<file path="src/hdl/srm_pkg.sv">
// Shared types, codes and line-sequencing helpers for the SPI register access master.
package srm_pkg;

  typedef enum logic [2:0] {
    PH_IDLE  = 3'd0,
    PH_ADDR  = 3'd1,
    PH_WDATA = 3'd2,
    PH_RDATA = 3'd3,
    PH_GAP   = 3'd4
  } phase_t;

  typedef enum logic [1:0] {
    KIND_READ  = 2'd0,
    KIND_WRITE = 2'd1,
    KIND_SET   = 2'd2,
    KIND_CLEAR = 2'd3
  } kind_t;

  localparam logic [2:0] CMD_TICK  = 3'd0;
  localparam logic [2:0] CMD_READ  = 3'd1;
  localparam logic [2:0] CMD_WRITE = 3'd2;
  localparam logic [2:0] CMD_SET   = 3'd3;
  localparam logic [2:0] CMD_CLEAR = 3'd4;

  localparam logic [7:0] HALF_PERIOD_RESET = 8'd16;
  localparam logic [7:0] ADDR_MASK         = 8'h7E;
  localparam logic [7:0] READ_FLAG         = 8'h80;
  localparam logic [3:0] BITS_PER_BYTE     = 4'd8;

  typedef struct packed {
    logic [2:0] command;
    logic [5:0] reg_address;
    logic [7:0] data_value;
    logic       miso;
  } item_t;

  typedef struct packed {
    logic       cs_n;
    logic       sclk;
    logic       mosi;
    logic       busy_res;
    logic       done_res;
    logic [7:0] read_data;
    logic       rejected;
  } result_t;

  typedef struct packed {
    phase_t     phase;
    logic [3:0] bit_index;
    logic       half_step;
    logic [7:0] tick_count;
    logic [7:0] tx_shift;
    logic [7:0] rx_shift;
    logic [7:0] pending_mask;
    kind_t      pending_kind;
    logic [5:0] saved_address;
    logic       select_line;
    logic       clock_line;
    logic       data_line;
    logic [7:0] last_read;
  } state_t;

  localparam state_t STATE_RESET = '{
    phase: PH_IDLE, bit_index: 4'd0, half_step: 1'b0, tick_count: 8'd0,
    tx_shift: 8'd0, rx_shift: 8'd0, pending_mask: 8'd0, pending_kind: KIND_READ,
    saved_address: 6'd0, select_line: 1'b1, clock_line: 1'b1, data_line: 1'b0,
    last_read: 8'd0
  };

  // Drive clock and data for the current half bit.
  function automatic state_t set_lines(state_t s);
    state_t r;
    r = s;
    if (s.phase == PH_RDATA) begin
      r.clock_line = ~s.half_step;
    end else if (s.phase == PH_ADDR || s.phase == PH_WDATA) begin
      if (!s.half_step) begin
        r.data_line  = s.tx_shift[7];
        r.clock_line = 1'b0;
      end else begin
        r.clock_line = 1'b1;
      end
    end
    return r;
  endfunction

  function automatic state_t start_byte(state_t s, phase_t ph, logic [7:0] byte_val);
    state_t r;
    r = s;
    r.phase    = ph;
    r.tx_shift = byte_val;
    if (ph == PH_RDATA) begin
      r.rx_shift = 8'd0;
    end
    r.bit_index  = 4'd0;
    r.half_step  = 1'b0;
    r.tick_count = 8'd0;
    return set_lines(r);
  endfunction

  function automatic logic [7:0] address_byte(state_t s);
    logic [7:0] a;
    a = {1'b0, s.saved_address, 1'b0} & ADDR_MASK;
    if (s.pending_kind != KIND_WRITE) begin
      a = a | READ_FLAG;
    end
    return a;
  endfunction

endpackage

</file>
<file path="src/hdl/srm_if.sv">
// Handshake channel interfaces for command words, result words and configuration writes.
interface srm_in_if;
  logic       valid;
  logic       ready;
  logic [2:0] command;
  logic [5:0] reg_address;
  logic [7:0] data_value;
  logic       miso;
  modport source (output valid, command, reg_address, data_value, miso, input ready);
  modport sink   (input valid, command, reg_address, data_value, miso, output ready);
endinterface

interface srm_out_if;
  logic       valid;
  logic       ready;
  logic       cs_n;
  logic       sclk;
  logic       mosi;
  logic       busy_res;
  logic       done_res;
  logic [7:0] read_data;
  logic       rejected;
  modport source (output valid, cs_n, sclk, mosi, busy_res, done_res, read_data, rejected,
                  input ready);
  modport sink   (input valid, cs_n, sclk, mosi, busy_res, done_res, read_data, rejected,
                  output ready);
endinterface

interface srm_cfg_if;
  logic       valid;
  logic       ready;
  logic [7:0] half_period_ticks;
  modport source (output valid, half_period_ticks, input ready);
  modport sink   (input valid, half_period_ticks, output ready);
endinterface

</file>
<file path="src/hdl/srm_step.sv">
// Next-state and result logic for one word of the SPI transaction sequencer.
module srm_step
  import srm_pkg::*;
(
  input  state_t     st,
  input  item_t      item,
  input  logic [7:0] half_period,
  output state_t     st_nxt,
  output result_t    res
);

  state_t     n;
  logic       busy;
  logic       is_cmd;
  logic       done;
  logic       rej;
  logic [7:0] period;
  logic [8:0] count;
  kind_t      kind;

  always_comb begin
    unique case (item.command)
      CMD_READ:  kind = KIND_READ;
      CMD_WRITE: kind = KIND_WRITE;
      CMD_SET:   kind = KIND_SET;
      default:   kind = KIND_CLEAR;
    endcase
  end

  always_comb begin
    n      = st;
    busy   = (st.phase != PH_IDLE);
    is_cmd = (item.command >= CMD_READ) && (item.command <= CMD_CLEAR);
    done   = 1'b0;
    rej    = 1'b0;
    // A zero half period behaves like one tick.
    period = (half_period == 8'd0) ? 8'd1 : half_period;
    count  = {1'b0, st.tick_count} + 9'd1;

    if (is_cmd && !busy) begin
      n.saved_address = item.reg_address;
      n.pending_mask  = item.data_value;
      n.pending_kind  = kind;
      n.select_line   = 1'b0;
      n = start_byte(n, PH_ADDR, address_byte(n));
    end else begin
      rej = is_cmd;
      if (busy) begin
        if (count < {1'b0, period}) begin
          n.tick_count = count[7:0];
        end else begin
          n.tick_count = 8'd0;
          if (st.phase == PH_GAP) begin
            n.select_line = 1'b0;
            n = start_byte(n, PH_ADDR, address_byte(n));
          end else if (!st.half_step) begin
            n.half_step = 1'b1;
            n = set_lines(n);
          end else begin
            if (st.phase == PH_RDATA) begin
              n.rx_shift = {st.rx_shift[6:0], item.miso};
            end else begin
              n.tx_shift = {st.tx_shift[6:0], 1'b0};
            end
            n.half_step = 1'b0;
            n.bit_index = st.bit_index + 4'd1;
            if (n.bit_index < BITS_PER_BYTE) begin
              n = set_lines(n);
            end else begin
              n.bit_index = 4'd0;
              if (st.phase == PH_ADDR) begin
                if (st.pending_kind == KIND_WRITE) begin
                  n = start_byte(n, PH_WDATA, st.pending_mask);
                end else begin
                  n = start_byte(n, PH_RDATA, 8'd0);
                end
              end else begin
                n.select_line = 1'b1;
                if (st.phase == PH_RDATA) begin
                  n.last_read = n.rx_shift;
                  // Read-modify-write goes on to a write of the merged byte.
                  if (st.pending_kind == KIND_SET) begin
                    n.pending_mask = n.rx_shift | st.pending_mask;
                    n.pending_kind = KIND_WRITE;
                    n.phase        = PH_GAP;
                  end else if (st.pending_kind == KIND_CLEAR) begin
                    n.pending_mask = n.rx_shift & ~st.pending_mask;
                    n.pending_kind = KIND_WRITE;
                    n.phase        = PH_GAP;
                  end else begin
                    n.phase = PH_IDLE;
                    done    = 1'b1;
                  end
                end else begin
                  n.phase = PH_IDLE;
                  done    = 1'b1;
                end
              end
            end
          end
        end
      end
    end
  end

  assign st_nxt        = n;
  assign res.cs_n      = n.select_line;
  assign res.sclk      = n.clock_line;
  assign res.mosi      = n.data_line;
  assign res.busy_res  = (n.phase != PH_IDLE);
  assign res.done_res  = done;
  assign res.read_data = n.last_read;
  assign res.rejected  = rej;

endmodule

</file>
<file path="src/hdl/spi_register_access_master.sv">
// Top level of the SPI register access master: input word register, sequencer state, result register.
//
//   channel  | dir | payload                                             | accepted when
//   in_ch    | in  | command, reg_address, data_value, miso              | valid & ready
//   out_ch   | out | cs_n, sclk, mosi, busy_res, done_res, read_data,    | valid & ready
//            |     | rejected                                            |
//   cfg_ch   | in  | half_period_ticks                                   | valid & ready
//
// Each word passes from acceptance through the input register, then through the sequencer logic
// into the result register. One word is accepted per cycle while the result is not stalled.
// A stalled result holds the sequencer and the input register; the input register frees up
// the same cycle the result is taken. cfg_ch is always ready.
// Reset (rst_n low, synchronous) idles the sequencer, deselects the slave and sets the half
// period to 16 ticks.
module spi_register_access_master
  import srm_pkg::*;
(
  input  logic      clk,
  input  logic      rst_n,
  srm_in_if.sink    in_ch,
  srm_out_if.source out_ch,
  srm_cfg_if.sink   cfg_ch
);

  logic       in_valid_r;
  item_t      in_item_r;
  logic       out_valid_r;
  result_t    out_res_r;
  state_t     st_r;
  state_t     st_nxt;
  result_t    res_nxt;
  logic [7:0] half_period_r;
  logic       adv;
  logic       in_take;

  assign adv     = in_valid_r && (!out_valid_r || out_ch.ready);
  assign in_take = in_ch.valid && in_ch.ready;

  assign in_ch.ready  = !in_valid_r || adv;
  assign cfg_ch.ready = 1'b1;

  srm_step u_step (
    .st          (st_r),
    .item        (in_item_r),
    .half_period (half_period_r),
    .st_nxt      (st_nxt),
    .res         (res_nxt)
  );

  always_ff @(posedge clk) begin
    if (!rst_n) begin
      in_valid_r    <= 1'b0;
      out_valid_r   <= 1'b0;
      st_r          <= STATE_RESET;
      half_period_r <= HALF_PERIOD_RESET;
    end else begin
      if (in_ch.ready) begin
        in_valid_r <= in_ch.valid;
      end
      if (adv) begin
        out_valid_r <= 1'b1;
        st_r        <= st_nxt;
      end else if (out_ch.ready) begin
        out_valid_r <= 1'b0;
      end
      if (cfg_ch.valid) begin
        half_period_r <= cfg_ch.half_period_ticks;
      end
    end
  end

  always_ff @(posedge clk) begin
    if (in_take) begin
      in_item_r.command     <= in_ch.command;
      in_item_r.reg_address <= in_ch.reg_address;
      in_item_r.data_value  <= in_ch.data_value;
      in_item_r.miso        <= in_ch.miso;
    end
    if (adv) begin
      out_res_r <= res_nxt;
    end
  end

  assign out_ch.valid     = out_valid_r;
  assign out_ch.cs_n      = out_res_r.cs_n;
  assign out_ch.sclk      = out_res_r.sclk;
  assign out_ch.mosi      = out_res_r.mosi;
  assign out_ch.busy_res  = out_res_r.busy_res;
  assign out_ch.done_res  = out_res_r.done_res;
  assign out_ch.read_data = out_res_r.read_data;
  assign out_ch.rejected  = out_res_r.rejected;

`ifndef SYNTHESIS
  // The slave is never selected while the sequencer is idle.
  a_idle_deselected: assert property (@(posedge clk) disable iff (!rst_n)
    st_r.phase == PH_IDLE |-> st_r.select_line)
    else $error("slave selected while idle");

  // A completing word always leaves the sequencer idle.
  a_done_idle: assert property (@(posedge clk) disable iff (!rst_n)
    out_ch.valid && out_ch.done_res |-> !out_ch.busy_res && out_ch.cs_n)
    else $error("done reported while still busy");

  // The sequencer only moves when a word was held in the input register.
  a_state_hold: assert property (@(posedge clk) disable iff (!rst_n)
    !adv |=> $stable(st_r))
    else $error("sequencer state changed without a word");
`endif

endmodule

</file>
<file path="src/flat_wrapper.sv">
// flat-port wrapper written by rule: the top's interface ports become plain ports
module spi_register_access_master_flat import srm_pkg::*;
  (clk, rst_n, in_ch_valid, in_ch_command, in_ch_reg_address, in_ch_data_value, in_ch_miso, in_ch_ready, out_ch_valid, out_ch_cs_n, out_ch_sclk, out_ch_mosi, out_ch_busy_res, out_ch_done_res, out_ch_read_data, out_ch_rejected, out_ch_ready, cfg_ch_valid, cfg_ch_half_period_ticks, cfg_ch_ready);
  srm_in_if in_ch_i ();
  srm_out_if out_ch_i ();
  srm_cfg_if cfg_ch_i ();
  input  logic clk;
  input  logic rst_n;
  input wire logic [$bits(in_ch_i.valid)-1:0] in_ch_valid;
  input wire logic [$bits(in_ch_i.command)-1:0] in_ch_command;
  input wire logic [$bits(in_ch_i.reg_address)-1:0] in_ch_reg_address;
  input wire logic [$bits(in_ch_i.data_value)-1:0] in_ch_data_value;
  input wire logic [$bits(in_ch_i.miso)-1:0] in_ch_miso;
  output wire logic [$bits(in_ch_i.ready)-1:0] in_ch_ready;
  output wire logic [$bits(out_ch_i.valid)-1:0] out_ch_valid;
  output wire logic [$bits(out_ch_i.cs_n)-1:0] out_ch_cs_n;
  output wire logic [$bits(out_ch_i.sclk)-1:0] out_ch_sclk;
  output wire logic [$bits(out_ch_i.mosi)-1:0] out_ch_mosi;
  output wire logic [$bits(out_ch_i.busy_res)-1:0] out_ch_busy_res;
  output wire logic [$bits(out_ch_i.done_res)-1:0] out_ch_done_res;
  output wire logic [$bits(out_ch_i.read_data)-1:0] out_ch_read_data;
  output wire logic [$bits(out_ch_i.rejected)-1:0] out_ch_rejected;
  input wire logic [$bits(out_ch_i.ready)-1:0] out_ch_ready;
  input wire logic [$bits(cfg_ch_i.valid)-1:0] cfg_ch_valid;
  input wire logic [$bits(cfg_ch_i.half_period_ticks)-1:0] cfg_ch_half_period_ticks;
  output wire logic [$bits(cfg_ch_i.ready)-1:0] cfg_ch_ready;
  assign in_ch_i.valid = in_ch_valid;
  assign in_ch_i.command = in_ch_command;
  assign in_ch_i.reg_address = in_ch_reg_address;
  assign in_ch_i.data_value = in_ch_data_value;
  assign in_ch_i.miso = in_ch_miso;
  assign in_ch_ready = in_ch_i.ready;
  assign out_ch_valid = out_ch_i.valid;
  assign out_ch_cs_n = out_ch_i.cs_n;
  assign out_ch_sclk = out_ch_i.sclk;
  assign out_ch_mosi = out_ch_i.mosi;
  assign out_ch_busy_res = out_ch_i.busy_res;
  assign out_ch_done_res = out_ch_i.done_res;
  assign out_ch_read_data = out_ch_i.read_data;
  assign out_ch_rejected = out_ch_i.rejected;
  assign out_ch_i.ready = out_ch_ready;
  assign cfg_ch_i.valid = cfg_ch_valid;
  assign cfg_ch_i.half_period_ticks = cfg_ch_half_period_ticks;
  assign cfg_ch_ready = cfg_ch_i.ready;
  spi_register_access_master u_core (.clk(clk), .rst_n(rst_n), .in_ch(in_ch_i), .out_ch(out_ch_i), .cfg_ch(cfg_ch_i));
endmodule
</file>
<file path="config.mk">
export PLATFORM = sky130hd
export DESIGN_NAME = spi_register_access_master_flat
export DESIGN_NICKNAME = d
export VERILOG_FILES = /design/src/hdl/srm_pkg.sv /design/src/hdl/srm_if.sv /design/src/hdl/srm_step.sv /design/src/hdl/spi_register_access_master.sv /design/src/flat_wrapper.sv
export SDC_FILE = /design/constraint.sdc
export NUM_CORES = 1
export LEC_CHECK = 0
export ABC_AREA = 0
export BUFFER_PORTS_ARGS = -buffer_cell sky130_fd_sc_hd__buf_2
export CORE_ASPECT_RATIO = 0.7
export CORE_MARGIN = 4
export CORE_UTILIZATION = 37
export CTS_CLUSTER_DIAMETER = 30
export DETAILED_ROUTE_END_ITERATION = 12
export PLACE_DENSITY = 0.65
export SYNTH_ARGS = -nofsm -noshare
export SYNTH_HDL_FRONTEND = slang
export SYNTH_HIERARCHICAL = 1
export SYNTH_SLANG_ARGS = --single-unit
export TNS_END_PERCENT = 50
</file>
<file path="constraint.sdc">
create_clock -name clk -period 3.23 [get_ports clk]
set_input_delay 0.1615 -clock clk [delete_from_list [all_inputs] [get_ports clk]]
set_output_delay 0.1615 -clock clk [all_outputs]
set_load 0.01 [all_outputs]
</file>
# After elaboration in Yosys (flattened, before gate mapping)
# Cells that the tools add are included.
# totals
reg_bits,101
in_bits,31
out_inout_bits,17
elab_cells,127
# classes
add_sub_neg,2
n_lt_le_gt_ge,4
n_eq_ne,16
muxes,44
bitwise_logic,8
reduce_logical,26
# op_table
cell,count
$mux 59,5
$mux 8,14
$mux 57,1
$mux 43,1
$mux 10,4
$mux 29,1
$eq 3x2->1 const B,4
$mux 3,4
$reduce_bool 3->1,4
$mux 1,10
$add 8x1->9 const B,1
$lt 9x8->1,1
$reduce_and 9->1,1
$and 8x8->8,1
$logic_not 8->1,1
$ne 2x2->1 const B,4
$not 8->8,1
$or 8x8->8,1
$reduce_bool 2->1,4
$reduce_or 7->1,1
$eq 3x1->1 const B,2
$mux 6,1
$pmux 2 s3,1
$reduce_and 6->1,1
16 further kinds,31

# Depth between registers and ports, before layout
# depth
depth_word,19
depth_mapped,15
mapped_depth_nobuf,13

# Cells and area by module
# Netlist, hierarchy kept.
# modules_own_cells
mod,instances,cells_per_inst,area_per_inst_um2,seq_area_each_um2
spi_register_access_master,1,326,3728.6,2342.2
srm_step,1,340,2133.3,0.0

# Worst setup path before layout
# Ideal clock, no wire load.
# synth_timing
kind,register to register
from,reg u_core/st_r[43] in the netlist's numbering
to,reg u_core/st_r[10] in the netlist's numbering
setup_time_ns,0.106
t_arrival_ns,3.013
t_required_ns,3.124
path_slack_ns,0.111
path_stages_with_launch,15
n_path_buf,2
synth_period_minus_slack_ns,3.119
cell_sequence,dfxtp_1 ha_1 and3_2 xor2_1 ha_1 and2_1 a221o_1 a31oi_4 a21oi_2 buf_2 nand2_1 a31o_2 buf_4 inv_1 o311ai_0
# synth_lines
item,line,source
"start, declared",spi_register_access_master.sv:29,state_t st_r;
"start signal, assigned",spi_register_access_master.sv:62,st_r <= st_nxt;

==> run summary <==
In the final layout, the share of cells above drive strength 1 is 16.9%. After global routing the overflow that remains totals 0. For the final database, setup skew stands at 7.77 ps.

In this run the number of H-tree levels came out at 3. The maximum number of pins on one net before global-route repair came out at 100. After clock tree synthesis, the clock-pin slew on the worst setup and hold paths is 70 ps.

The mapped cell area is 5730 µm², and the effective utilization at floorplan is 38.4%. The number of antenna violations at the first check in global routing is 0. The fill cell instance count of the final layout is 1437, and the clock tree buffer depth is 2.

Routed via count: 4744. Leaving out fill and tap cells, the most frequent cell in the layout is nand2_1. The initialized floorplan defines 37 standard-cell rows. The average vias per placed instance was 5.31. The routed wire length was 14.1 mm; the synthesis-to-layout area growth was 15.6%. Yosys printed 6 warnings. The critical path start-end classification is reg2reg. Setup violations remaining at the end of the flow were counted as 0. The tools report the smallest setup slack after layout as 110 ps. The flow ran to the end, and the final reports show no timing, DRC or antenna violations.

Final RePlAce weighted congestion: 0.904. Synthesis produced a netlist with a net count of 688. Routed wire length per instance: 15.8 µm.

The data arrival time at the worst-slack endpoint is 3330 ps, and the post-route minimum period is 3120 ps. At the end of the flow, the number of nets in the layout was 733. The tools report the leakage power summed over all cells as 0.00249 µW. TritonCTS built the clock tree. The tools report the count of clock tree sinks as 99.

The number of pins exceeding their max-slew limit in the final report came out at 0. Buffers placed on the I/O ports in this run total 46. The logs give 23.5 mm for the global-route wire length before repair and 648 for the number of instances in the synthesized netlist.

Largest fanout of any net on the critical path: 9. The clock latency on the worst-skew pair is 350 ps. The worst setup path is captured at a register. The tools report the final antenna diode count as 0. Clock tree synthesis inserted a total of 9 buffers. Static timing analysis puts the maximum clock frequency at 321 MHz.

At the worst endpoint, the required time is 3440 ps. The region available for standard cell placement spans 14900 µm². For this run, design rule violations remaining after detail routing come to 0.

Across the run, the number of max-cap violations was 0. 48 I/O pins were placed. The top cell types in the final layout, fill and taps aside, are nand2_1, mux2i_1, dfxtp_1. The highest ir drop seen on vdd was 0.000307 V; the chip width was 157 µm.

The die is 112 µm tall. The worst setup timing slack at the placement stage was -50.2 ps. The run gives 36.6% as the worst-case headroom to the max-slew limit. The average cell area after synthesis was 8.84 µm². The worst min-delay path class is in2reg.

The pre-antenna-repair detailed-routing pass consisted of 5 iterations. The tools report the clock root buffer master as clkbuf_16. The global router's overall resource usage is 16.6%, and the worst hold slack across all endpoints is 24.5 ps. The number of failing hold endpoints at the final stage is 0.

The number of global-route vias before repair is 4499, and the die footprint is 17600 µm². The areal power density over the cells was 417 nW/µm². The worst-margin pin slew works out to 951 ps. The first routing iteration left 466 violations. Dividing the final minimum period by the clock period gives 96.6%. The count of nets left with antenna violations once routing finished came out at 0. Detailed placement ended at an HPWL of 9.74 mm. Element type at the critical path start: a register.
-- metrics by stage --
stage | instances | utilization [%] | cell area, µm² | power, µW | TNS (ps)
6_report | 893 | 44.4 | 6620 | 2760 | 0
5_1_grt | 893 | 44.4 | 6620 | 2870 | -35.5
4_1_cts | 891 | 43.9 | 6540 | 2790 | -4.26
3_5_place_dp | 852 | 40.4 | 6020 | 1690 | -64.5
3_3_place_gp | 852 | 40.4 | 6020 | 1670 | 0
2_1_floorplan | 648 | - | 5730 | 1610 | 0
-- state kept, by name (all words and copies together), names as in the netlist --
signal,flops
u_core/st_r,57
u_core/in_item_r,18
u_core/half_period_r,8
u_core/out_ch.read_data,8
u_core/in_valid_r,1
u_core/out_ch.busy_res,1
u_core/out_ch.cs_n,1
u_core/out_ch.done_res,1
u_core/out_ch.mosi,1
u_core/out_ch.rejected,1
u_core/out_ch.sclk,1
u_core/out_ch.valid,1
-- final timing paths --
check	slack, ps	end	startpoint	depth (start not counted)
hold / removal	20	u_core/half_period_r[4]$_SDFFE_PN1P_	cfg_ch_half_period_ticks[4]	3
setup / recovery	110	u_core/st_r[0]$_SDFFE_PN0P_	u_core/st_r[45]$_SDFFE_PN0P_	13
setup reg to reg	110	u_core/st_r[0]$_SDFFE_PN0P_	u_core/st_r[45]$_SDFFE_PN0P_	13
hold reg to reg	460	u_core/st_r[7]$_SDFFE_PN0P_	u_core/st_r[7]$_SDFFE_PN0P_	2
-- worst max-delay path, cell delays in order (launching register included) --
cell and delay [ps]:
dfxtp_1 350, and3_4 220, nand3_4 110, nor2_4 130, xor2_2 80, ha_1 320
and2_1 170, a221o_1 190, a31oi_4 70, buf_4 180, a211oi_4 590, mux2_2 420
nand2_1 60, mux2i_1 80
-- report_power, final --
| part | total (µW) | internal (µW) | switching [µW] | leakage, µW |
|---|---|---|---|---|
| registers | 1370 | 1330 | 40.2 | 0.000862 |
| clock network | 1080 | 601 | 482 | 0.000142 |
| logic | 308 | 126 | 182 | 0.00148 |
-- cell type report --
class                   count  area (µm²)  share of cell area (%)
clock buffers              10         229                    3.46
clock inverters             6        63.8                   0.964
inverters                  14        52.6                   0.794
multi-input cells         476        3080                    46.5
flip-flops and latches     99        2310                    34.8
well taps                 195         244                    3.69
repair buffers             93         647                    9.77
-- repair_timing --
action / in CTS / in global routing
pin swaps: 2 / 4
endpoints found under the setup margin: 5 / 60
endpoints found under the hold margin: 18 / 0
hold buffers: 18 / 0
buffers inserted: 5 / 3
gates resized for setup: 3 / 11
-- per-layer routing --
| layer | part of all wire, % | GRT usage [%] | vias up |
|---|---|---|---|
| li1 | - | - | 2330 |
| met1 | 51 | 24.9 | 2266 |
| met2 | 43 | 23.9 | 135 |
| met3 | 5.3 | 3.43 | 13 |
| met4 | 1.2 | 4.62 | 0 |
| met5 | 0 | 0 | - |
Power figures use the tool's default switching activity.
